File: config.mk
export PLATFORM = sky130hd
export DESIGN_NAME = erm_queue
export DESIGN_NICKNAME = d
export VERILOG_FILES = /design/src/rtl/erm_pkg.sv /design/src/rtl/erm_queue.sv
export SDC_FILE = /design/constraint.sdc
export NUM_CORES = 1
export LEC_CHECK = 0
export ABC_AREA = 1
export BUFFER_PORTS_ARGS = -buffer_cell sky130_fd_sc_hd__buf_4
export CORE_ASPECT_RATIO = 1.25
export CORE_MARGIN = 3
export CORE_UTILIZATION = 50
export DETAILED_ROUTE_END_ITERATION = 8
export GPL_TIMING_DRIVEN = 0
export PLACE_DENSITY = 0.79
export REMOVE_ABC_BUFFERS = 1
export SLEW_MARGIN = 10
export SYNTH_ARGS = -nofsm -noshare
export SYNTH_HDL_FRONTEND = slang
export SYNTH_SLANG_ARGS = --single-unit
File: constraint.sdc
create_clock -name i_clk -period 4 [get_ports i_clk]
set_clock_uncertainty 0.15 [all_clocks]
set_input_delay 0.8 -clock i_clk [delete_from_list [all_inputs] [get_ports i_clk]]
set_output_delay 0.8 -clock i_clk [all_outputs]
set_load 0.02 [all_outputs]
File: src/rtl/erm_pkg.sv
// Shared types, constants and register indexes of the event rate EMA meter.
`default_nettype none

package erm_pkg;

    localparam int COUNT_WIDTH   = 48;
    localparam int FRACTION_BITS = 16;

    localparam int AMOUNT_W    = 32;
    localparam int AVG_W       = 48;
    localparam int SCALE_W     = 16;
    localparam int WEIGHT_BITS = 16;
    localparam int RATE_SHIFT  = FRACTION_BITS - 8;
    localparam int PROD_W      = COUNT_WIDTH + SCALE_W;
    localparam int DIFF_W      = AVG_W + 1;
    localparam int WPROD_W     = DIFF_W + WEIGHT_BITS + 1;

    localparam int NUM_AVG   = 4;
    localparam int AVG_IDX_W = $clog2(NUM_AVG);

    localparam int QUEUE_DEPTH = 4;
    localparam int QPTR_W      = $clog2(QUEUE_DEPTH);

    localparam int CFG_IDX_W  = 3;
    localparam int CFG_DATA_W = 16;

    localparam logic [CFG_IDX_W-1:0] CFG_RATE_SCALE    = 3'd0;
    localparam logic [CFG_IDX_W-1:0] CFG_WEIGHT_MINUTE = 3'd1;
    localparam logic [CFG_IDX_W-1:0] CFG_WEIGHT_TEN    = 3'd2;
    localparam logic [CFG_IDX_W-1:0] CFG_WEIGHT_HOUR   = 3'd3;
    localparam logic [CFG_IDX_W-1:0] CFG_WEIGHT_WINDOW = 3'd4;
    localparam logic [CFG_IDX_W-1:0] CFG_WINDOW_ENABLE = 3'd5;

    localparam logic [AVG_IDX_W-1:0] AVG_MINUTE = 2'd0;
    localparam logic [AVG_IDX_W-1:0] AVG_TEN    = 2'd1;
    localparam logic [AVG_IDX_W-1:0] AVG_HOUR   = 2'd2;
    localparam logic [AVG_IDX_W-1:0] AVG_WINDOW = 2'd3;

    localparam logic [AVG_W-1:0] AVG_POS_MAX = {1'b0, {(AVG_W-1){1'b1}}};
    localparam logic [AVG_W-1:0] AVG_NEG_MAG = {1'b1, {(AVG_W-1){1'b0}}};
    localparam logic [AVG_W-1:0] RATE_POS_LIM = AVG_POS_MAX >> RATE_SHIFT;
    localparam logic [AVG_W-1:0] RATE_NEG_LIM = AVG_NEG_MAG >> RATE_SHIFT;

    localparam logic [SCALE_W-1:0] RESET_RATE_SCALE    = 16'd256;
    localparam logic [SCALE_W-1:0] RESET_WEIGHT_MINUTE = 16'd41427;
    localparam logic [SCALE_W-1:0] RESET_WEIGHT_TEN    = 16'd6237;
    localparam logic [SCALE_W-1:0] RESET_WEIGHT_HOUR   = 16'd1083;

    typedef struct packed {
        logic signed [AMOUNT_W-1:0] amount;
        logic                       tick;
    } t_in_item;

    typedef struct packed {
        logic signed [AVG_W-1:0] count_value;
        logic signed [AVG_W-1:0] avg_minute;
        logic signed [AVG_W-1:0] avg_ten_minutes;
        logic signed [AVG_W-1:0] avg_hour;
        logic signed [AVG_W-1:0] avg_window;
    } t_out_item;

    typedef struct packed {
        logic                   tick;
        logic [COUNT_WIDTH-1:0] count;
    } t_entry;

    typedef struct packed {
        logic [SCALE_W-1:0]     rate_scale;
        logic [WEIGHT_BITS-1:0] weight_minute;
        logic [WEIGHT_BITS-1:0] weight_ten_minutes;
        logic [WEIGHT_BITS-1:0] weight_hour;
        logic [WEIGHT_BITS-1:0] weight_window;
        logic                   window_enable;
    } t_cfg;

    typedef struct packed {
        logic empty;
        logic full;
    } t_queue_status;

endpackage

`default_nettype wire

File: src/rtl/erm_queue.sv
// Short FIFO between the front end and the averaging back end.
`default_nettype none

module erm_queue import erm_pkg::*; (
    input  wire logic   i_clk,
    input  wire logic   i_rst_n,
    input  wire logic   i_push,
    input  wire t_entry i_entry,
    input  wire logic   i_pop,
    output t_entry      o_head,
    output t_queue_status o_status
);

    t_entry            r_mem [QUEUE_DEPTH];
    logic [QPTR_W-1:0] r_wr_ptr;
    logic [QPTR_W-1:0] r_rd_ptr;
    logic [QPTR_W:0]   r_fill;

    assign o_head          = r_mem[r_rd_ptr];
    assign o_status.empty  = (r_fill == '0);
    assign o_status.full   = (r_fill == (QPTR_W+1)'(QUEUE_DEPTH));

    always_ff @(posedge i_clk) begin
        if (i_push) begin
            r_mem[r_wr_ptr] <= i_entry;
        end
    end

    always_ff @(posedge i_clk) begin
        if (!i_rst_n) begin
            r_wr_ptr <= '0;
            r_rd_ptr <= '0;
            r_fill   <= '0;
        end else begin
            if (i_push) begin
                r_wr_ptr <= r_wr_ptr + 1'b1;
            end
            if (i_pop) begin
                r_rd_ptr <= r_rd_ptr + 1'b1;
            end
            if (i_push && !i_pop) begin
                r_fill <= r_fill + 1'b1;
            end else if (i_pop && !i_push) begin
                r_fill <= r_fill - 1'b1;
            end
        end
    end

    a_no_overflow: assert property (@(posedge i_clk) disable iff (!i_rst_n)
        i_push |-> !o_status.full)
        else $error("queue push while full");

    a_no_underflow: assert property (@(posedge i_clk) disable iff (!i_rst_n)
        i_pop |-> !o_status.empty)
        else $error("queue pop while empty");

endmodule

`default_nettype wire

==> reports/qor.txt <==
RSZ-0062 raised after global routing - false
Post-route design area - 9270 µm²
I/O Buffers - 103
Data arrival, critical path - 2.43 ns
Placed insts - 792
Launching point of the worst reg2reg path - r_wr_ptr[0]
Post-CTS setup buffer count - 0
Fillers - 1108
GRT overflow - 0
Antenna violations before repair - 0
Clock sinks - 205
Drt total wl - 15500 µm
# resized after CTS - 0
Worst slack, placed - 1.08 ns
Storage cell area - 6070 µm²
Distinct cells, synth - 21
Worst path required time - 3.05 ns
Power Total - 4780 µW
Worst-Skew Late Latency - 0.48 ns
DRC - 0
Non-Filler Instances - 828
CTS Buf Count - 20
Fin. Hold Viols - 0
Flop2flop setup slack - 2.18 ns
Peak supply drop - 453 µV
R2R depth - 5
Synth Instances - 532
Core area - 15000 µm²
Worst Tran Pin Value - 0.874 ns
Area of the mapped netlist - 7700 µm²
Area of the multi-input gates - 1370 µm²
Avg Cell Area, Syn - 14.5 µm²
Setup ws final - 0.617 ns
# setup viols final - 0
Root buf cell - clkbuf_16
Power Dens Cells - 516 nW/µm²
Status - complete, no violations
Vias per Instance - 5.65
Nets - 691
Hold Buf Count CTS - 0
CP max FO - 49
Worst R2R End - r_mem[0][25]
Area Growth Syn to Fin - 20.4%
F_max - 296 MHz
Layout cells sized above 1 - 22.1%
Initial Utilization - 51.3%
Post-place instance area - 8640 µm²
Post-route ant nets - 0
Die Width - 117 µm
Iter 0 DRT Violations - 357
# IOs - 104
First-pass GRT wire length - 23800 µm
Overall die height - 145 µm
Synth warnings - 0
Worst Setup Start Kind - flop
TritonCTS clock tree - built
Hold Path Class - flop to flop
Number of stages on the worst hold path - 1
Setup CP Type - flop to output pin
Largest net degree at the start of global routing - 99
WL per Instance - 18.7 µm
Vias in the first global route - 4688
Register clock-pin slew on the reported worst setup and hold paths - 0.07 ns
Clock buffer depth - 3
Critical Path End Type - output pin
Rows - 50
GRT Util Overall - 18.1%
Routed via count - 4681
Fin crit share - 84.6%
Post-DP HPWL - 8950 µm
Gpl congestion - 0.755
Slew Viols, Final - 0
Die ar. - 16900 µm²
Leakage - 0.00329 µW
H-tree Lvls - 1
Pre-antenna DRT Iters - 5
Min Clock Period, post-route - 3.38 ns
Relative slew slack - 41.7%
N_diodes - 0
Synthesized flop and latch total - 205
Hold_sp - r_rd_ptr[1]
Seq/Total Area, Yosys - 78.8%
Max-cap violations - 0
## Yosys cell counts
cell type  count  area (µm²)
edfxtp_1     196        5890
nor2_1       103         387
o21ai_0       99         495
o22ai_1       49         307
inv_1         15        56.3
buf_2         12        60.1
dfxtp_1        9         180
nand2_1        9        33.8
buf_6          7        78.8
clkbuf_1       6        22.5
ha_1           5        62.6
o21ai_1        5        25.0
a21oi_1        4        20.0
clkbuf_2       4        20.0
buf_4          2        15.0
nor3_1         2        10.0
fa_1           1        20.0
inv_2          1        3.75
inv_6          1        8.76
nand3_1        1        5.00
nand4_1        1        6.26
## worst max path at each step
stage / to / start / cells after the start
floorplan: o_head[0] / flop / 3
global placement: o_head[24] / flop / 4
detailed placement: o_head[11] / flop / 5
CTS: o_head[11] / flop / 5
global route: o_head[11] / flop / 5
finish: o_head[11] / flop / 4
## critical path, cell delays in order, from the launching register on
cell and delay, ns:
dfxtp_2 0.50, inv_2 0.72, o21ai_0 0.28, o22ai_1 0.24, buf_4 0.18
## report_power, final
group,switching [µW],internal [µW]
clock network,713,1060
registers,40.9,2450
logic,324,199
total,1080,3710
## logic make-up after synthesis
logic type | Yosys count | share of synthesized area [%]
and+or+nand+nor | 116 | 5.73
adders and majority gates | 6 | 1.07
AOI/OAI and AO/OA | 157 | 11.0
buffers and inverters | 48 | 3.44
DFF | 205 | 78.8
## cells in the final DEF (no fill, tap or decap), types with 2 or more instances in the layout
cell type / count
ha_1: 5
clkbuf_8: 3
inv_1: 11
inv_2: 5
nor3_1: 2
clkinv_1: 3
o21ai_1: 5
buf_4: 103
o21ai_0: 99
o22ai_1: 49
nand2_1: 9
nor2_1: 103
clkbuf_1: 7
buf_12: 5
dfxtp_1: 7
a21oi_1: 4
edfxtp_1: 196
clkbuf_16: 22
## registers in the layout (all words and copies together), names as in the netlist, named ones only
name      cells
r_fill        3
r_wr_ptr      2
r_mem       196
r_rd_ptr      2
## metal layers
layer / track usage, % / vias to the layer above / wire (µm)
li1: - / 2184 / -
met1: 22.5 / 2302 / 6120
met3: 3.24 / 28 / 994
met5: 0 / - / 0
met4: 6.16 / 0 / 330
met2: 31.9 / 167 / 8050
## area by class of cell
cell class                 count  area share (%)
timing repair buffer         109            9.71
clock inverter                 4           0.175
sequential                   205            65.5
tap                          182            2.46
inverter                      17           0.742
multi-input combinational    279            14.8
clock buffer                  32            6.66
## per-stage QoR
step           hold slack (ns)  setup TNS (ns)  utilization, %
2_1_floorplan            0.262               0               -
3_3_place_gp             0.270          -52.62            56.7
3_5_place_dp             0.284               0            57.5
4_1_cts                  0.296               0            61.8
5_1_grt                  0.323               0            61.8
6_report                 0.305               0            61.8
No activity file was read; power rests on OpenSTA's default activity.
