### src/rtl/erm_pkg.sv
// Shared types, constants and register indexes of the event rate EMA meter.
`default_nettype none

package erm_pkg;

    localparam int COUNT_WIDTH   = 48;
    localparam int FRACTION_BITS = 16;

    localparam int AMOUNT_W    = 32;
    localparam int AVG_W       = 48;
    localparam int SCALE_W     = 16;
    localparam int WEIGHT_BITS = 16;
    localparam int RATE_SHIFT  = FRACTION_BITS - 8;
    localparam int PROD_W      = COUNT_WIDTH + SCALE_W;
    localparam int DIFF_W      = AVG_W + 1;
    localparam int WPROD_W     = DIFF_W + WEIGHT_BITS + 1;

    localparam int NUM_AVG   = 4;
    localparam int AVG_IDX_W = $clog2(NUM_AVG);

    localparam int QUEUE_DEPTH = 4;
    localparam int QPTR_W      = $clog2(QUEUE_DEPTH);

    localparam int CFG_IDX_W  = 3;
    localparam int CFG_DATA_W = 16;

    localparam logic [CFG_IDX_W-1:0] CFG_RATE_SCALE    = 3'd0;
    localparam logic [CFG_IDX_W-1:0] CFG_WEIGHT_MINUTE = 3'd1;
    localparam logic [CFG_IDX_W-1:0] CFG_WEIGHT_TEN    = 3'd2;
    localparam logic [CFG_IDX_W-1:0] CFG_WEIGHT_HOUR   = 3'd3;
    localparam logic [CFG_IDX_W-1:0] CFG_WEIGHT_WINDOW = 3'd4;
    localparam logic [CFG_IDX_W-1:0] CFG_WINDOW_ENABLE = 3'd5;

    localparam logic [AVG_IDX_W-1:0] AVG_MINUTE = 2'd0;
    localparam logic [AVG_IDX_W-1:0] AVG_TEN    = 2'd1;
    localparam logic [AVG_IDX_W-1:0] AVG_HOUR   = 2'd2;
    localparam logic [AVG_IDX_W-1:0] AVG_WINDOW = 2'd3;

    localparam logic [AVG_W-1:0] AVG_POS_MAX = {1'b0, {(AVG_W-1){1'b1}}};
    localparam logic [AVG_W-1:0] AVG_NEG_MAG = {1'b1, {(AVG_W-1){1'b0}}};
    localparam logic [AVG_W-1:0] RATE_POS_LIM = AVG_POS_MAX >> RATE_SHIFT;
    localparam logic [AVG_W-1:0] RATE_NEG_LIM = AVG_NEG_MAG >> RATE_SHIFT;

    localparam logic [SCALE_W-1:0] RESET_RATE_SCALE    = 16'd256;
    localparam logic [SCALE_W-1:0] RESET_WEIGHT_MINUTE = 16'd41427;
    localparam logic [SCALE_W-1:0] RESET_WEIGHT_TEN    = 16'd6237;
    localparam logic [SCALE_W-1:0] RESET_WEIGHT_HOUR   = 16'd1083;

    typedef struct packed {
        logic signed [AMOUNT_W-1:0] amount;
        logic                       tick;
    } t_in_item;

    typedef struct packed {
        logic signed [AVG_W-1:0] count_value;
        logic signed [AVG_W-1:0] avg_minute;
        logic signed [AVG_W-1:0] avg_ten_minutes;
        logic signed [AVG_W-1:0] avg_hour;
        logic signed [AVG_W-1:0] avg_window;
    } t_out_item;

    typedef struct packed {
        logic                   tick;
        logic [COUNT_WIDTH-1:0] count;
    } t_entry;

    typedef struct packed {
        logic [SCALE_W-1:0]     rate_scale;
        logic [WEIGHT_BITS-1:0] weight_minute;
        logic [WEIGHT_BITS-1:0] weight_ten_minutes;
        logic [WEIGHT_BITS-1:0] weight_hour;
        logic [WEIGHT_BITS-1:0] weight_window;
        logic                   window_enable;
    } t_cfg;

    typedef struct packed {
        logic empty;
        logic full;
    } t_queue_status;

endpackage

`default_nettype wire

### src/rtl/erm_back.sv
// Back end: scales the tick delta to a rate, updates the averages, drives results.
`default_nettype none

module erm_back import erm_pkg::*; (
    input  wire logic          i_clk,
    input  wire logic          i_rst_n,
    input  wire t_cfg          i_cfg,
    input  wire t_entry        i_head,
    input  wire t_queue_status i_status,
    output logic               o_pop,
    output logic               o_out_valid,
    input  wire logic          i_out_stall,
    output t_out_item          o_out_data
);

    typedef enum logic [3:0] {
        S_IDLE,
        S_DELTA,
        S_MAG,
        S_MUL,
        S_SAT,
        S_NEG,
        S_DIFF,
        S_WMUL,
        S_ACC,
        S_DONE
    } t_state;

    t_state                     r_state;
    logic                       r_out_valid;
    t_out_item                  r_out;
    logic [COUNT_WIDTH-1:0]     r_cur_count;
    logic [COUNT_WIDTH-1:0]     r_last;
    logic [COUNT_WIDTH-1:0]     r_delta;
    logic [COUNT_WIDTH-1:0]     r_mag;
    logic                       r_neg;
    logic [PROD_W-1:0]          r_prod;
    logic [AVG_W-1:0]           r_rmag;
    logic signed [AVG_W-1:0]    r_rate;
    logic signed [AVG_W-1:0]    r_avg [NUM_AVG];
    logic [AVG_IDX_W-1:0]       r_idx;
    logic signed [DIFF_W-1:0]   r_diff;
    logic [WEIGHT_BITS-1:0]     r_w;
    logic signed [WPROD_W-1:0]  r_wprod;

    logic                       out_load;
    logic                       out_set;
    logic [WEIGHT_BITS-1:0]     n_w;
    logic [AVG_W-1:0]           n_rmag;
    logic signed [AVG_W-1:0]    n_avg;

    assign out_load = !r_out_valid || !i_out_stall;
    assign o_pop    = (r_state == S_IDLE) && !i_status.empty && (i_head.tick || out_load);
    assign out_set  = ((r_state == S_IDLE) && o_pop && !i_head.tick)
                   || ((r_state == S_DONE) && out_load);

    assign o_out_valid = r_out_valid;
    assign o_out_data  = r_out;

    always_comb begin
        case (r_idx)
            AVG_MINUTE: n_w = i_cfg.weight_minute;
            AVG_TEN:    n_w = i_cfg.weight_ten_minutes;
            AVG_HOUR:   n_w = i_cfg.weight_hour;
            AVG_WINDOW: n_w = i_cfg.window_enable ? i_cfg.weight_window : '0;
            default:    n_w = '0;
        endcase
    end

    always_comb begin
        if (r_neg) begin
            n_rmag = (r_prod > PROD_W'(RATE_NEG_LIM)) ? AVG_NEG_MAG
                                                      : (AVG_W'(r_prod) << RATE_SHIFT);
        end else begin
            n_rmag = (r_prod > PROD_W'(RATE_POS_LIM)) ? AVG_POS_MAX
                                                      : (AVG_W'(r_prod) << RATE_SHIFT);
        end
    end

    assign n_avg = r_avg[r_idx] + AVG_W'(r_wprod >>> WEIGHT_BITS);

    always_ff @(posedge i_clk) begin
        if (!i_rst_n) begin
            r_state     <= S_IDLE;
            r_out_valid <= 1'b0;
            r_last      <= '0;
            r_idx       <= '0;
            for (int k = 0; k < NUM_AVG; k++) begin
                r_avg[k] <= '0;
            end
        end else begin
            if (out_set) begin
                r_out_valid <= 1'b1;
            end else if (!i_out_stall) begin
                r_out_valid <= 1'b0;
            end
            case (r_state)
                S_IDLE: begin
                    if (o_pop) begin
                        if (i_head.tick) begin
                            r_cur_count <= i_head.count;
                            r_state     <= S_DELTA;
                        end else begin
                            r_out.count_value     <= AVG_W'(signed'(i_head.count));
                            r_out.avg_minute      <= r_avg[AVG_MINUTE];
                            r_out.avg_ten_minutes <= r_avg[AVG_TEN];
                            r_out.avg_hour        <= r_avg[AVG_HOUR];
                            r_out.avg_window      <= r_avg[AVG_WINDOW];
                        end
                    end
                end
                S_DELTA: begin
                    r_delta <= r_cur_count - r_last;
                    r_last  <= r_cur_count;
                    r_state <= S_MAG;
                end
                S_MAG: begin
                    r_neg   <= r_delta[COUNT_WIDTH-1];
                    r_mag   <= r_delta[COUNT_WIDTH-1] ? (~r_delta + 1'b1) : r_delta;
                    r_state <= S_MUL;
                end
                S_MUL: begin
                    r_prod  <= r_mag * i_cfg.rate_scale;
                    r_state <= S_SAT;
                end
                S_SAT: begin
                    r_rmag  <= n_rmag;
                    r_state <= S_NEG;
                end
                S_NEG: begin
                    r_rate  <= r_neg ? signed'(~r_rmag + 1'b1) : signed'(r_rmag);
                    r_idx   <= '0;
                    r_state <= S_DIFF;
                end
                S_DIFF: begin
                    r_diff  <= DIFF_W'(r_rate) - DIFF_W'(r_avg[r_idx]);
                    r_w     <= n_w;
                    r_state <= S_WMUL;
                end
                S_WMUL: begin
                    r_wprod <= r_diff * signed'({1'b0, r_w});
                    r_state <= S_ACC;
                end
                S_ACC: begin
                    r_avg[r_idx] <= n_avg;
                    if (r_idx == AVG_WINDOW) begin
                        r_state <= S_DONE;
                    end else begin
                        r_idx   <= r_idx + 1'b1;
                        r_state <= S_DIFF;
                    end
                end
                S_DONE: begin
                    if (out_load) begin
                        r_out.count_value     <= AVG_W'(signed'(r_cur_count));
                        r_out.avg_minute      <= r_avg[AVG_MINUTE];
                        r_out.avg_ten_minutes <= r_avg[AVG_TEN];
                        r_out.avg_hour        <= r_avg[AVG_HOUR];
                        r_out.avg_window      <= r_avg[AVG_WINDOW];
                        r_state               <= S_IDLE;
                    end
                end
                default: begin
                    r_state <= S_IDLE;
                end
            endcase
        end
    end

    a_pop_only_idle: assert property (@(posedge i_clk) disable iff (!i_rst_n)
        o_pop |-> (r_state == S_IDLE))
        else $error("queue popped while an update is in progress");

    a_window_hold: assert property (@(posedge i_clk) disable iff (!i_rst_n)
        (r_state == S_ACC && r_idx == AVG_WINDOW && !i_cfg.window_enable)
        |=> $stable(r_avg[AVG_WINDOW]))
        else $error("window average moved while disabled");

    a_loop_start: assert property (@(posedge i_clk) disable iff (!i_rst_n)
        (r_state == S_NEG) |=> (r_state == S_DIFF && r_idx == AVG_MINUTE))
        else $error("average loop did not start at the first average");

endmodule

`default_nettype wire

### config.mk
export PLATFORM = sky130hd
export DESIGN_NAME = erm_back
export DESIGN_NICKNAME = d
export VERILOG_FILES = /design/src/rtl/erm_pkg.sv /design/src/rtl/erm_back.sv
export SDC_FILE = /design/constraint.sdc
export NUM_CORES = 2
export LEC_CHECK = 0
export ABC_AREA = 1
export BUFFER_PORTS_ARGS = -buffer_cell sky130_fd_sc_hd__clkbuf_2
export CAP_MARGIN = 25
export CORE_MARGIN = 5
export CORE_UTILIZATION = 35
export CTS_CLUSTER_SIZE = 14
export DETAILED_ROUTE_END_ITERATION = 8
export GPL_TIMING_DRIVEN = 0
export PLACE_DENSITY = 0.54
export SYNTH_ARGS = -nofsm -noshare
export SYNTH_HDL_FRONTEND = slang
export SYNTH_SLANG_ARGS = --single-unit
### constraint.sdc
create_clock -name i_clk -period 22 [get_ports i_clk]
set_clock_uncertainty 0.2 [all_clocks]
set_input_delay 2.2 -clock i_clk [delete_from_list [all_inputs] [get_ports i_clk]]
set_output_delay 2.2 -clock i_clk [all_outputs]
set_load 0.03 [all_outputs]
==> flow_metrics.tcl <==
set metrics [dict create \
    status "completed" \
    dp_hpwl_um 304000 \
    num_vias 80600 \
    finish.instance_area_um2 110000 \
    clock_latency_ns 0.77 \
    synth-seq-area-share 0.265 \
    synth_area_leaders "fa_1, edfxtp_1, nand2_1" \
    synth_compound_area_frac 0.0485 \
    yosys.area_share.simple 0.201 \
    slew_violations 0 \
    initial_core_util 0.351 \
    cts_buffer_depth 3 \
    ys_ff_latch 894 \
    cts_root_buf "clkbuf_16" \
    multi_input_area_um2 59300 \
    met2_length_um 166000 \
    synthCells 12400 \
    route.detailed.drc 0 \
    synth_top_family_by_area "adder cells" \
    drtAntennaViolNets 0 \
    gp_congestion 0.990 \
    grt_max_degree 49 \
    r2r-end "r_wprod[58]" \
    synth_area_um2 99000 \
    crit_type "input port to flop" \
    syn_nets 14300 \
    critPathLaunch "i_cfg[71]" \
    met3_length_um 22900 \
    grt_usage 0.242 \
    avgSynthCellArea_um2 7.98 \
    yosysUniqueCellTypes 50 \
    reg2reg_slack_ns 14.22 \
    grt-ovfl-total 0 \
    startpoint_type "input port" \
    routed.top_layer "met5" \
    vdd_ir_drop_max_uv 355 \
    setup_tns_ns 0 \
    antenna_found_initial 10 \
    dieArea_um2 294000 \
    seq_area_um2 26300 \
    yosysMostFrequentCell "nand2_1" \
    timing.reg2reg.worst_path_depth 23 \
    wl_per_cell_um 21.4 \
    p_leak_uw 0.0555 \
    crit_buf_inv 8 \
    fmax_mhz 112 \
    dpl_cell_area_um2 107000 \
    m1WireLength_um 153000 \
    first_pass_iters 8 \
    cts.sink_count 894 \
    hold_buffers 0 \
    synthAdderAreaFrac 0.329 \
    finalHoldViolCount 0 \
    endpoint "r_prod[39]" \
    fillerInstances 29600 \
    cp_max_fo 10 \
    worst-path-stages 25 \
    min_period_ns 8.94 \
    ys.flop_type "edfxtp_1" \
    yosys-mux-area-fraction 0 \
    critical_path_arrival_ns 9.14 \
    fp.dieW_um 542 \
    routed_via_density 4.81 \
    synth-edff-count 837 \
    io_buffers 359 \
    layout-drive-gt1-share 0.0511 \
    layout.cells.non_filler 16800 \
    critPathTopFamily "adder cells" \
    reg2reg_from "r_diff[33]" \
    worst_ep_required_time_ns 22.20 \
    cts_setup_buffers 0 \
    grt_pass1_wl_um 530000 \
    grt_pass1_vias 81200 \
    cts.htree.levels 3 \
    cts_buffers 95 \
    worst_pin_slew_ns 1.23 \
    core_area_um2 282000 \
    layout.nets 14900 \
    cts_tree "yes" \
    yosysTopAreaCell "fa_1" \
    relSlewSlack 0.181 \
    rsz0062_at_grt "no" \
    synth_xor_area_frac 0.0196 \
    fp.dieH_um 542 \
    cpPeakStageDelay_ns 0.84 \
    setup_violations 0 \
    cp-end-kind "flop" \
    yosys-top-cells-count "nand2_1, inv_1, fa_1" \
    dp_cells 16600 \
    drt_iter0_markers 6354 \
    clk_pin_slew_ns 0.06 \
    cts_resized 0 \
    yosys_warnings 0 \
    postRouteWirelength_um 358000 \
    maxCapViolCount 0 \
    row_count 195 \
    powerDensity_nw_per_um2 143 \
    num_io_pins 377 \
    synth_top_area_share 0.275 \
    min_period_over_period 0.407 \
    synth-async-reset-ratio 0 \
    area_growth_syn_to_layout_pct 11.3 \
    min_path_type "flop to flop" \
    hold_slack_ns 0.237 \
    critPathSlowestCell "clkbuf_1" \
]
==> worst reg2reg max path, cell delays in order, from the launching register on <==
cell and delay [ns]:
edfxtp_1 0.32, clkbuf_1 0.73, clkbuf_1 0.68, nand2_1 0.18, fa_1 0.60, inv_1 0.07, fa_1 0.52, inv_1 0.06
fa_1 0.50, inv_1 0.05, fa_1 0.50, fa_1 0.49, inv_1 0.05, fa_1 0.56, inv_1 0.07, ha_1 0.39
a21oi_1 0.36, o21ai_0 0.22, a21oi_1 0.38, nand2_1 0.16, a21oi_1 0.20, nand2_1 0.07, nand2_1 0.06, nand2_1 0.12
==> cells in the final DEF, fill, tap and decap left out, drive strengths merged, types with 2 or more instances in the layout <==
cell type     n
a21boi        5
a21o         14
a21oi       455
a31oi        13
a32oi        46
and2          5
and3          2
buf         113
bufinv       16
clkbuf      887
clkinv       37
clkinvlp      5
dfxtp        57
diode         5
edfxtp      837
fa         1358
ha          429
inv        3132
nand2      3657
nand3       295
nand3b       14
nand4       111
nor2        839
nor3         78
nor3b         2
nor4         19
o211ai       13
o21a          4
o21ai       305
o21bai       26
o22ai         2
o31ai         3
or2           7
xnor2        49
xor2        173
==> how the worst min path moves through the flow <==
stage | from | end | slack [ns] | cells past startpoint
2_1_floorplan | r_delta[47] | r_neg | 0.22 | 0
3_3_place_gp | r_avg[3][34] | o_out_data[34] | 0.23 | 0
3_5_place_dp | r_avg[1][10] | o_out_data[106] | 0.23 | 0
4_1_cts | r_avg[1][22] | o_out_data[118] | 0.24 | 0
5_1_grt | r_avg[0][19] | o_out_data[163] | 0.24 | 0
6_report | r_avg[0][19] | o_out_data[163] | 0.24 | 0
==> state kept, by name, indices dropped and copies added (netlist names), named ones only <==
signal,flops
r_last,48
r_cur_count,48
o_out_valid,1
r_rate,42
r_rmag,41
r_prod,64
r_state,4
r_neg,1
r_mag,48
r_w,16
o_out_data,240
r_wprod,48
r_delta,48
r_avg,192
r_diff,49
r_idx,2
==> cell type report <==
cell class / count / share of cell area
sequential: 894 / 0.239
clock inverter: 62 / 0.00854
multi-input combinational: 7927 / 0.539
clock buffer: 115 / 0.0224
timing repair buffer: 431 / 0.0267
inverter: 3128 / 0.107
tap: 3743 / 0.0425
buffer: 454 / 0.0161
antenna: 5 / 0.000114
==> per-stage QoR <==
stage / util / setup slack [ns] / total power, µW
3_5_place_dp: 0.378 / 12.43 / 14100
4_1_cts: 0.390 / 13.14 / 15900
5_1_grt: 0.391 / 12.78 / 17200
2_1_floorplan: - / 7.86 / 9660
6_report: 0.391 / 13.06 / 15800
3_3_place_gp: 0.374 / 2.47 / 14100
==> metal layers <==
| metal | vias to the layer above | track usage |
|---|---|---|
| met2 | 2690 | 0.399 |
| met1 | 39400 | 0.324 |
| met4 | 6 | 0.0947 |
| met5 | - | 0 |
| met3 | 562 | 0.0313 |
| li1 | 37900 | - |
==> where the power goes <==
group	total [µW]	switching (µW)	internal (µW)
combinational	11600	8060	3500
clock	1740	738	1000
sequential	2480	68.9	2410
==> cells by family (layout without fill, tap and decap cells) <==
family          after synthesis  after routing
buf+inv                    3582           4190
xor+xnor                    222            222
simple gates               5032           5032
other cells                   0              5
flops                       894            894
fa+ha+maj                  1787           1787
compound gates              886            886
No activity file was read; power rests on OpenSTA's default activity.
