$ cat src/rtl/erm_pkg.sv
// Shared types, constants and register indexes of the event rate EMA meter.
`default_nettype none

package erm_pkg;

    localparam int COUNT_WIDTH   = 48;
    localparam int FRACTION_BITS = 16;

    localparam int AMOUNT_W    = 32;
    localparam int AVG_W       = 48;
    localparam int SCALE_W     = 16;
    localparam int WEIGHT_BITS = 16;
    localparam int RATE_SHIFT  = FRACTION_BITS - 8;
    localparam int PROD_W      = COUNT_WIDTH + SCALE_W;
    localparam int DIFF_W      = AVG_W + 1;
    localparam int WPROD_W     = DIFF_W + WEIGHT_BITS + 1;

    localparam int NUM_AVG   = 4;
    localparam int AVG_IDX_W = $clog2(NUM_AVG);

    localparam int QUEUE_DEPTH = 4;
    localparam int QPTR_W      = $clog2(QUEUE_DEPTH);

    localparam int CFG_IDX_W  = 3;
    localparam int CFG_DATA_W = 16;

    localparam logic [CFG_IDX_W-1:0] CFG_RATE_SCALE    = 3'd0;
    localparam logic [CFG_IDX_W-1:0] CFG_WEIGHT_MINUTE = 3'd1;
    localparam logic [CFG_IDX_W-1:0] CFG_WEIGHT_TEN    = 3'd2;
    localparam logic [CFG_IDX_W-1:0] CFG_WEIGHT_HOUR   = 3'd3;
    localparam logic [CFG_IDX_W-1:0] CFG_WEIGHT_WINDOW = 3'd4;
    localparam logic [CFG_IDX_W-1:0] CFG_WINDOW_ENABLE = 3'd5;

    localparam logic [AVG_IDX_W-1:0] AVG_MINUTE = 2'd0;
    localparam logic [AVG_IDX_W-1:0] AVG_TEN    = 2'd1;
    localparam logic [AVG_IDX_W-1:0] AVG_HOUR   = 2'd2;
    localparam logic [AVG_IDX_W-1:0] AVG_WINDOW = 2'd3;

    localparam logic [AVG_W-1:0] AVG_POS_MAX = {1'b0, {(AVG_W-1){1'b1}}};
    localparam logic [AVG_W-1:0] AVG_NEG_MAG = {1'b1, {(AVG_W-1){1'b0}}};
    localparam logic [AVG_W-1:0] RATE_POS_LIM = AVG_POS_MAX >> RATE_SHIFT;
    localparam logic [AVG_W-1:0] RATE_NEG_LIM = AVG_NEG_MAG >> RATE_SHIFT;

    localparam logic [SCALE_W-1:0] RESET_RATE_SCALE    = 16'd256;
    localparam logic [SCALE_W-1:0] RESET_WEIGHT_MINUTE = 16'd41427;
    localparam logic [SCALE_W-1:0] RESET_WEIGHT_TEN    = 16'd6237;
    localparam logic [SCALE_W-1:0] RESET_WEIGHT_HOUR   = 16'd1083;

    typedef struct packed {
        logic signed [AMOUNT_W-1:0] amount;
        logic                       tick;
    } t_in_item;

    typedef struct packed {
        logic signed [AVG_W-1:0] count_value;
        logic signed [AVG_W-1:0] avg_minute;
        logic signed [AVG_W-1:0] avg_ten_minutes;
        logic signed [AVG_W-1:0] avg_hour;
        logic signed [AVG_W-1:0] avg_window;
    } t_out_item;

    typedef struct packed {
        logic                   tick;
        logic [COUNT_WIDTH-1:0] count;
    } t_entry;

    typedef struct packed {
        logic [SCALE_W-1:0]     rate_scale;
        logic [WEIGHT_BITS-1:0] weight_minute;
        logic [WEIGHT_BITS-1:0] weight_ten_minutes;
        logic [WEIGHT_BITS-1:0] weight_hour;
        logic [WEIGHT_BITS-1:0] weight_window;
        logic                   window_enable;
    } t_cfg;

    typedef struct packed {
        logic empty;
        logic full;
    } t_queue_status;

endpackage

`default_nettype wire

$ cat src/rtl/erm_front.sv
// Front end: accepts input transfers, keeps the running count, queues each item.
`default_nettype none

module erm_front import erm_pkg::*; (
    input  wire logic          i_clk,
    input  wire logic          i_rst_n,
    input  wire logic          i_in_valid,
    output logic               o_in_stall,
    input  wire t_in_item      i_in_data,
    input  wire t_queue_status i_status,
    output logic               o_push,
    output t_entry             o_entry
);

    logic [COUNT_WIDTH-1:0] r_count;
    logic [COUNT_WIDTH-1:0] n_count;

    assign o_in_stall = i_status.full;
    assign o_push     = i_in_valid && !i_status.full;
    assign n_count    = r_count + COUNT_WIDTH'(i_in_data.amount);

    assign o_entry.tick  = i_in_data.tick;
    assign o_entry.count = n_count;

    always_ff @(posedge i_clk) begin
        if (!i_rst_n) begin
            r_count <= '0;
        end else if (o_push) begin
            r_count <= n_count;
        end
    end

endmodule

`default_nettype wire

$ cat config.mk
export PLATFORM = sky130hd
export DESIGN_NAME = erm_front
export DESIGN_NICKNAME = d
export VERILOG_FILES = /design/src/rtl/erm_pkg.sv /design/src/rtl/erm_front.sv
export SDC_FILE = /design/constraint.sdc
export NUM_CORES = 1
export LEC_CHECK = 0
export ABC_AREA = 1
export BUFFER_PORTS_ARGS = -buffer_cell sky130_fd_sc_hd__buf_2
export CAP_MARGIN = 20
export CORE_MARGIN = 3
export CORE_UTILIZATION = 54
export CTS_CLUSTER_SIZE = 12
export DETAILED_ROUTE_END_ITERATION = 7
export HOLD_SLACK_MARGIN = 0.02
export PLACE_DENSITY = 0.79
export SYNTH_ARGS = -nofsm -noshare
export SYNTH_HDL_FRONTEND = slang
export SYNTH_SLANG_ARGS = --single-unit
export TNS_END_PERCENT = 5
$ cat constraint.sdc
create_clock -name i_clk -period 2.4 [get_ports i_clk]
set_input_delay 0.48 -clock i_clk [delete_from_list [all_inputs] [get_ports i_clk]]
set_output_delay 0.48 -clock i_clk [all_outputs]
set_load 0.05 [all_outputs]
==> impl_results.md, run 1 <==
* Run status: complete, but fails checks
* Failing checks: DRC, setup timing
* Number of cell rows at 37
* Crit path max-delay family: simple AND/OR/NAND/NOR gates
* Worst skew pair latency at 350 ps
* DR vias/cell at 5.69
* Maxcap violations at 0
* Yosys top cell by area: nand2_1
* Setup WS post-layout at -477 ps
* Main area contributors after synthesis: nand2_1, inv_1, dfxtp_1
* Async S/R FF share, synth at 0
* Worst hold slack at 404 ps
* Reg with most FFs: r_count
* Distinct cells, synth at 25
* Required time worst endpoint at 1920 ps
* Port Buf Inserts at 85
* Leak at 0.00526 µW
* DR WL/cell at 17.7 µm
* CP Max Fanout at 4
* Number of buffers created by CTS at 5
* Worst-path clk slew at 100 ps
* Hold buffer count at cts at 0
* CP dominant cell by count: nand2_1
* Layout cells sized above 1 at 0.358
* Crit path buf inv count at 4
* Layout Skew at 10.9 ps
* Crit path launch type: register
* Largest net degree at the start of global routing at 40
* Antenna Cells at 0
* PD cells at 507 mW/mm²
* Core area at 0.0106 mm²
* EDFF count, synth at 0
* Initial core utilization at 0.569
* Chip height at 112 µm
* Final setup fails at 43
* Number of H-tree levels at 2
* Post-synthesis xor/xnor area fraction at 0.0350
* DR vias at 8559
* Post-layout nets at 1452
* Total congestion overflow at 0
* Max reg flops at 48
* Initial antenna violation count at 0
* DP Wirelength at 15.6 mm
* Vias in the first global route at 7774
* Fmax at 0.348 GHz
* Synth top area share at 0.273
* Sequential-to-total area share from yosys stat at 0.160
* RSZ-0062 raised after global routing: true
* Remaining DRCs at 1
* Crit path arrival time at 2400 ps
* Syn Inst Count at 1176
* FF+latch area at 0.00101 mm²
* Area of the multi-input gates at 0.00543 mm²
* Ys Warns at 0
* Register bit total from synthesis at 48
* Crit path kind: register to primary output
* Worst path slowest cell: dfxtp_2
* Slew headroom at 0.376
* Gp weighted congestion at 0.982
* Routed WL at 26.6 mm
* IR drop worst, VDD at 0.430 mV
* Slowest stage delay, CP at 360 ps
* Syn avg cell area at 5.11 µm²
* DIE AREA at 0.0124 mm²
* Hold WC Path Type: primary input to register
* CP Capture Type: primary output
* Ports at 89
* Largest family of logic cells by synthesized area: simple AND/OR/NAND/NOR gates
* Synth Area in Adders at 0.101
* Hold Vio Cnt, Final at 0
* Crit-path cells: ha_4 -> nand2_1 -> inv_1 -> nand2_1 -> inv_2 -> nand2_1 -> nor2_1 -> nand2_1 -> nand3_1 -> buf_4 -> xor2_2 -> buf_6
* Simple-gate share of the synthesized area at 0.468
* Tot GR Track Use at 0.355
* Top post-synthesis cells by count: nand2_1, inv_1, nor2_1
* Syn_nets at 1262
* Initial drt markers at 1252
* Clock buffer depth at 2
* Worst-Margin Slew at 935 ps
* Netlist Area Pre-Place at 0.00601 mm²
* Final min period at 2880 ps
* CTS tree: built
* Clock Tree Root: clkbuf_8
* Clk sink count at 48
* Post-synth top flop: dfxtp_1
* Tcrit/Tclk final at 1.20
* Multiplexer area fraction after synthesis at 0
* Die width at 112 µm
* Most frequent cell after synthesis: nand2_1
* Compound-Gate Fraction of Synth Area at 0.0562
* First-pass GRT wire length at 36.1 mm
* Largest regs: r_count: 48 flops
* Router iterations before antenna repair at 8
* Setup TNS at -13450 ps
* Fin. max-slew vios at 0
* Area Overhead vs Synth at 55.4%
* Fillers at 561
* DRT antenna net count at 0
per-stage QoR:
| step | area (µm²) | util | std cells | power [µW] | setup slack, ps |
|---|---|---|---|---|---|
| 2_1_floorplan | 6200 | - | 1176 | 2540 | -189 |
| 3_3_place_gp | 7540 | 0.714 | 1487 | 3230 | -576 |
| 3_5_place_dp | 7540 | 0.714 | 1487 | 3260 | -563 |
| 4_1_cts | 8900 | 0.843 | 1500 | 4350 | -263 |
| 5_1_grt | 9340 | 0.885 | 1503 | 4910 | -500 |
| 6_report | 9340 | 0.885 | 1503 | 4740 | -477 |
layout by cell type, fill, tap and decap left out, types with 12 or more instances in the layout:
cell type,count
a21oi_1,15
a21oi_2,13
buf_2,40
buf_4,108
buf_6,41
dfxtp_2,35
ha_4,45
inv_1,254
inv_2,15
nand2_1,360
nand2_2,70
nand3_1,48
nand3_2,13
nand4_1,14
nor2_1,128
nor2_2,39
nor2_4,14
o21ai_0,28
xor2_2,12
final timing paths:
kind	from	endpoint	slack [ps]	depth (start not counted)
setup reg to reg	r_count[11]$_SDFFE_PN0P_	r_count[25]$_SDFFE_PN0P_	60	13
hold / removal	i_rst_n	r_count[1]$_SDFFE_PN0P_	400	3
hold reg to reg	r_count[1]$_SDFFE_PN0P_	r_count[1]$_SDFFE_PN0P_	560	2
setup / recovery	r_count[10]$_SDFFE_PN0P_	o_entry[22]	-480	12
metal layers:
| metal | vias up | part of all wire | track usage |
|---|---|---|---|
| li1 | 3861 | - | - |
| met1 | 3809 | 0.36 | 0.427 |
| met2 | 672 | 0.45 | 0.603 |
| met3 | 217 | 0.12 | 0.0810 |
| met4 | 0 | 0.070 | 0.158 |
| met5 | - | 0 | 0 |
layout make-up:
cell class | instances | share of cell area
multi-input combinational | 843 | 0.581
tap | 136 | 0.0182
timing repair buffer | 199 | 0.175
clock buffer | 8 | 0.00964
inverter | 269 | 0.108
sequential | 48 | 0.108
where the power goes:
| part | internal, µW | switching (µW) | leakage [µW] |
|---|---|---|---|
| Combinational | 1220 | 2010 | 0.00481 |
| Sequential | 869 | 71.1 | 0.000410 |
| Clock | 237 | 337 | 0.0000455 |
cell families (layout without fill, tap and decap cells):
logic type,Yosys count,after routing
compound gates,64,64
flops,48,48
fa+ha+maj,48,48
xor+xnor,24,24
buf+inv,285,476
simple gates,707,707
worst register-to-register path, cell delays in order (launching register included):
cell      delay (ps)
dfxtp_1          410
ha_4             240
nand2_2          110
inv_1            100
nand2_1           90
nand2_1          100
nand2_1           90
nand2_1          110
nand2_1          110
nand2_1          100
o21bai_1         220
nand2_2          140
o21ai_0          260
inv_1            140
timing repair:
item | in CTS | in global routing
gates resized for setup | 276 | 122
endpoints found under the setup margin | 44 | 45
pin swaps | 38 | 15
setup buffers | 5 | 3
Power figures use the tool's default switching activity.
==> run 2: changes to the inputs <==
--- a/config.mk
+++ b/config.mk
@@ -8,12 +8,15 @@
 export ABC_AREA = 1
 export BUFFER_PORTS_ARGS = -buffer_cell sky130_fd_sc_hd__buf_2
 export CAP_MARGIN = 20
+export CELL_PAD_IN_SITES_DETAIL_PLACEMENT = 1
+export CELL_PAD_IN_SITES_GLOBAL_PLACEMENT = 1
 export CORE_MARGIN = 3
-export CORE_UTILIZATION = 54
+export CORE_UTILIZATION = 35
 export CTS_CLUSTER_SIZE = 12
 export DETAILED_ROUTE_END_ITERATION = 7
 export HOLD_SLACK_MARGIN = 0.02
-export PLACE_DENSITY = 0.79
+export PLACE_DENSITY_LB_ADDON = 0.1
+export REMOVE_ABC_BUFFERS = 1
 export SYNTH_ARGS = -nofsm -noshare
 export SYNTH_HDL_FRONTEND = slang
 export SYNTH_SLANG_ARGS = --single-unit
==> impl_results.md, run 2 (synthesis gave the netlist of run 1 again) <==
* Number of cell rows at 47
* DP Wirelength at 19.3 mm
* Reg2reg start: r_count[5]$_SDFFE_PN0P_
* RSZ-0062 raised after global routing: true
* Worst-path clk slew at 70 ps
* Critical Path Source: r_count[15]$_SDFFE_PN0P_
* Worst slack, placed at -769 ps
* Hold Vio Cnt, Final at 0
* Tot GR Track Use at 0.268
* CP Max Fanout at 3
* Routed WL at 27.5 mm
* DIE AREA at 0.0188 mm²
* Final setup fails at 43
* Largest net degree at the start of global routing at 44
* Post-layout nets at 1468
* Slew headroom at 0.689
* Reg with most FFs: r_count
* Fillers at 2280
* DRT antenna net count at 0
* Commonest cells after routing, fill and taps aside: nand2_1, inv_1, nor2_1, buf_4, nand2_2
* CP Capture Type: primary output
* Gp weighted congestion at 0.936
* Leading cell type in the layout, fill and taps excluded: nand2_1
* Vias in the first global route at 7962
* Die width at 137 µm
* Chip height at 137 µm
* Initial drt markers at 302
* Tcrit/Tclk final at 1.13
* Crit path launch type: register
* Worst-Margin Slew at 465 ps
* Final min period at 2720 ps
* Worst skew pair latency at 310 ps
* Clock buffer depth at 2
* First-pass GRT wire length at 39.5 mm
* Required time worst endpoint at 1920 ps
* Hold buffer count at cts at 0
* Area Overhead vs Synth at 59.4%
* HP Start: i_rst_n
* Final Util at 0.574
* Antenna Cells at 0
* Initial antenna violation count at 0
* IR drop worst, VDD at 0.321 mV
* Leak at 0.00538 µW
* Area of the multi-input gates at 0.00539 mm²
* PD cells at 509 mW/mm²
* DR vias/cell at 4.93
* Clk sink count at 48
* Router iterations before antenna repair at 4
* Crit path arrival time at 2240 ps
* Remaining DRCs at 0
* Hold WC Path Type: primary input to register
* Core area at 0.0167 mm²
* Layout Skew at 5.45 ps
* DR WL/cell at 17.1 µm
* Failing checks: setup timing
* DR vias at 7895
* Fmax at 0.367 GHz
* Max reg flops at 48
* Layout cells sized above 1 at 0.365
* Number of buffers created by CTS at 5
* Ports at 89
* Port Buf Inserts at 85
* Total congestion overflow at 0
* Fin. max-slew vios at 0
* Largest regs: r_count: 48 flops
* Clock Tree Root: clkbuf_16
* Number of H-tree levels at 2
* Run status: complete, but fails checks
* Initial core utilization at 0.360
* Crit path kind: register to primary output
* Setup WS post-layout at -323 ps
* FF+latch area at 997 µm²
* CTS tree: built
* Maxcap violations at 0
## run 2: changes by cell type in the layout (fill, tap and decap cells not counted), moves of 6 or more
cell / previous run / this run
nand2_2: 70 / 78
xor2_2: 12 / 18
nand2_1: 360 / 350
dfxtp_2: 35 / 29
xor2_4: 9 / 2
buf_4: 108 / 124
dfxtp_1: 11 / 19
buf_6: 41 / 47
## run 2: final timing paths
| kind | end | slack, ps | cells past startpoint |
|---|---|---|---|
| worst max-delay path | o_entry[44] | -320 | 16 |
| worst min register to register | r_count[0]$_SDFFE_PN0P_ | 550 | 2 |
| worst min-delay path | r_count[0]$_SDFFE_PN0P_ | 440 | 3 |
| worst max register to register | r_count[26]$_SDFFE_PN0P_ | 90 | 16 |
## run 2: through the flow
stage | power [µW] | std cells | instance area (µm²) | hold WS [ps] | TNS [ps]
2_1_floorplan | 2460 | 1160 | 5940 | 482 | -102720
3_3_place_gp | 3230 | 1584 | 7570 | 511 | -20910
3_5_place_dp | 3270 | 1584 | 7570 | 516 | -21950
4_1_cts | 4570 | 1595 | 8960 | 441 | -9010
5_1_grt | 5150 | 1603 | 9580 | 482 | -14660
6_report | 4880 | 1603 | 9580 | 442 | -10130
## run 2: area by class of cell
type / instances / share of cell area
clock inverters: 2 / 0.00104
inverters: 269 / 0.105
well taps: 220 / 0.0287
multi-input cells: 843 / 0.562
clock buffers: 6 / 0.0145
flip-flops and latches: 48 / 0.104
repair buffers: 215 / 0.184
## run 2: routing by layer
| metal | part of all wire | vias up | GRT usage |
|---|---|---|---|
| li1 | - | 3893 | - |
| met1 | 0.45 | 3788 | 0.352 |
| met2 | 0.49 | 160 | 0.468 |
| met3 | 0.033 | 54 | 0.0254 |
| met4 | 0.026 | 0 | 0.0721 |
| met5 | 0 | - | 0 |
## run 2: worst max-delay path, cell delays in order, from the launching register on
cell,delay (ps)
dfxtp_2,360
ha_4,210
buf_6,130
nand2_4,80
inv_1,60
nand2_1,90
nand2_2,70
nand2_1,90
nand2_2,60
buf_4,140
nand2_1,90
nand2_2,90
nand2_2,100
nand3_1,70
nand2_1,90
nand2_1,60
buf_6,150
## run 2: where the power goes
part,total (µW),leakage [µW],switching [µW],internal (µW)
registers,933,0.000406,65.5,867
clock network,799,0.0000766,385,414
logic,3140,0.00490,1940,1210
total,4880,0.00538,2390,2490
## run 2: timing repair
action,CTS,global route
resized for setup,266,151
cloned,0,0
pin swaps,27,37
buffers inserted,3,8
setup endpoints to repair,44,45
endpoints found under the hold margin,0,0
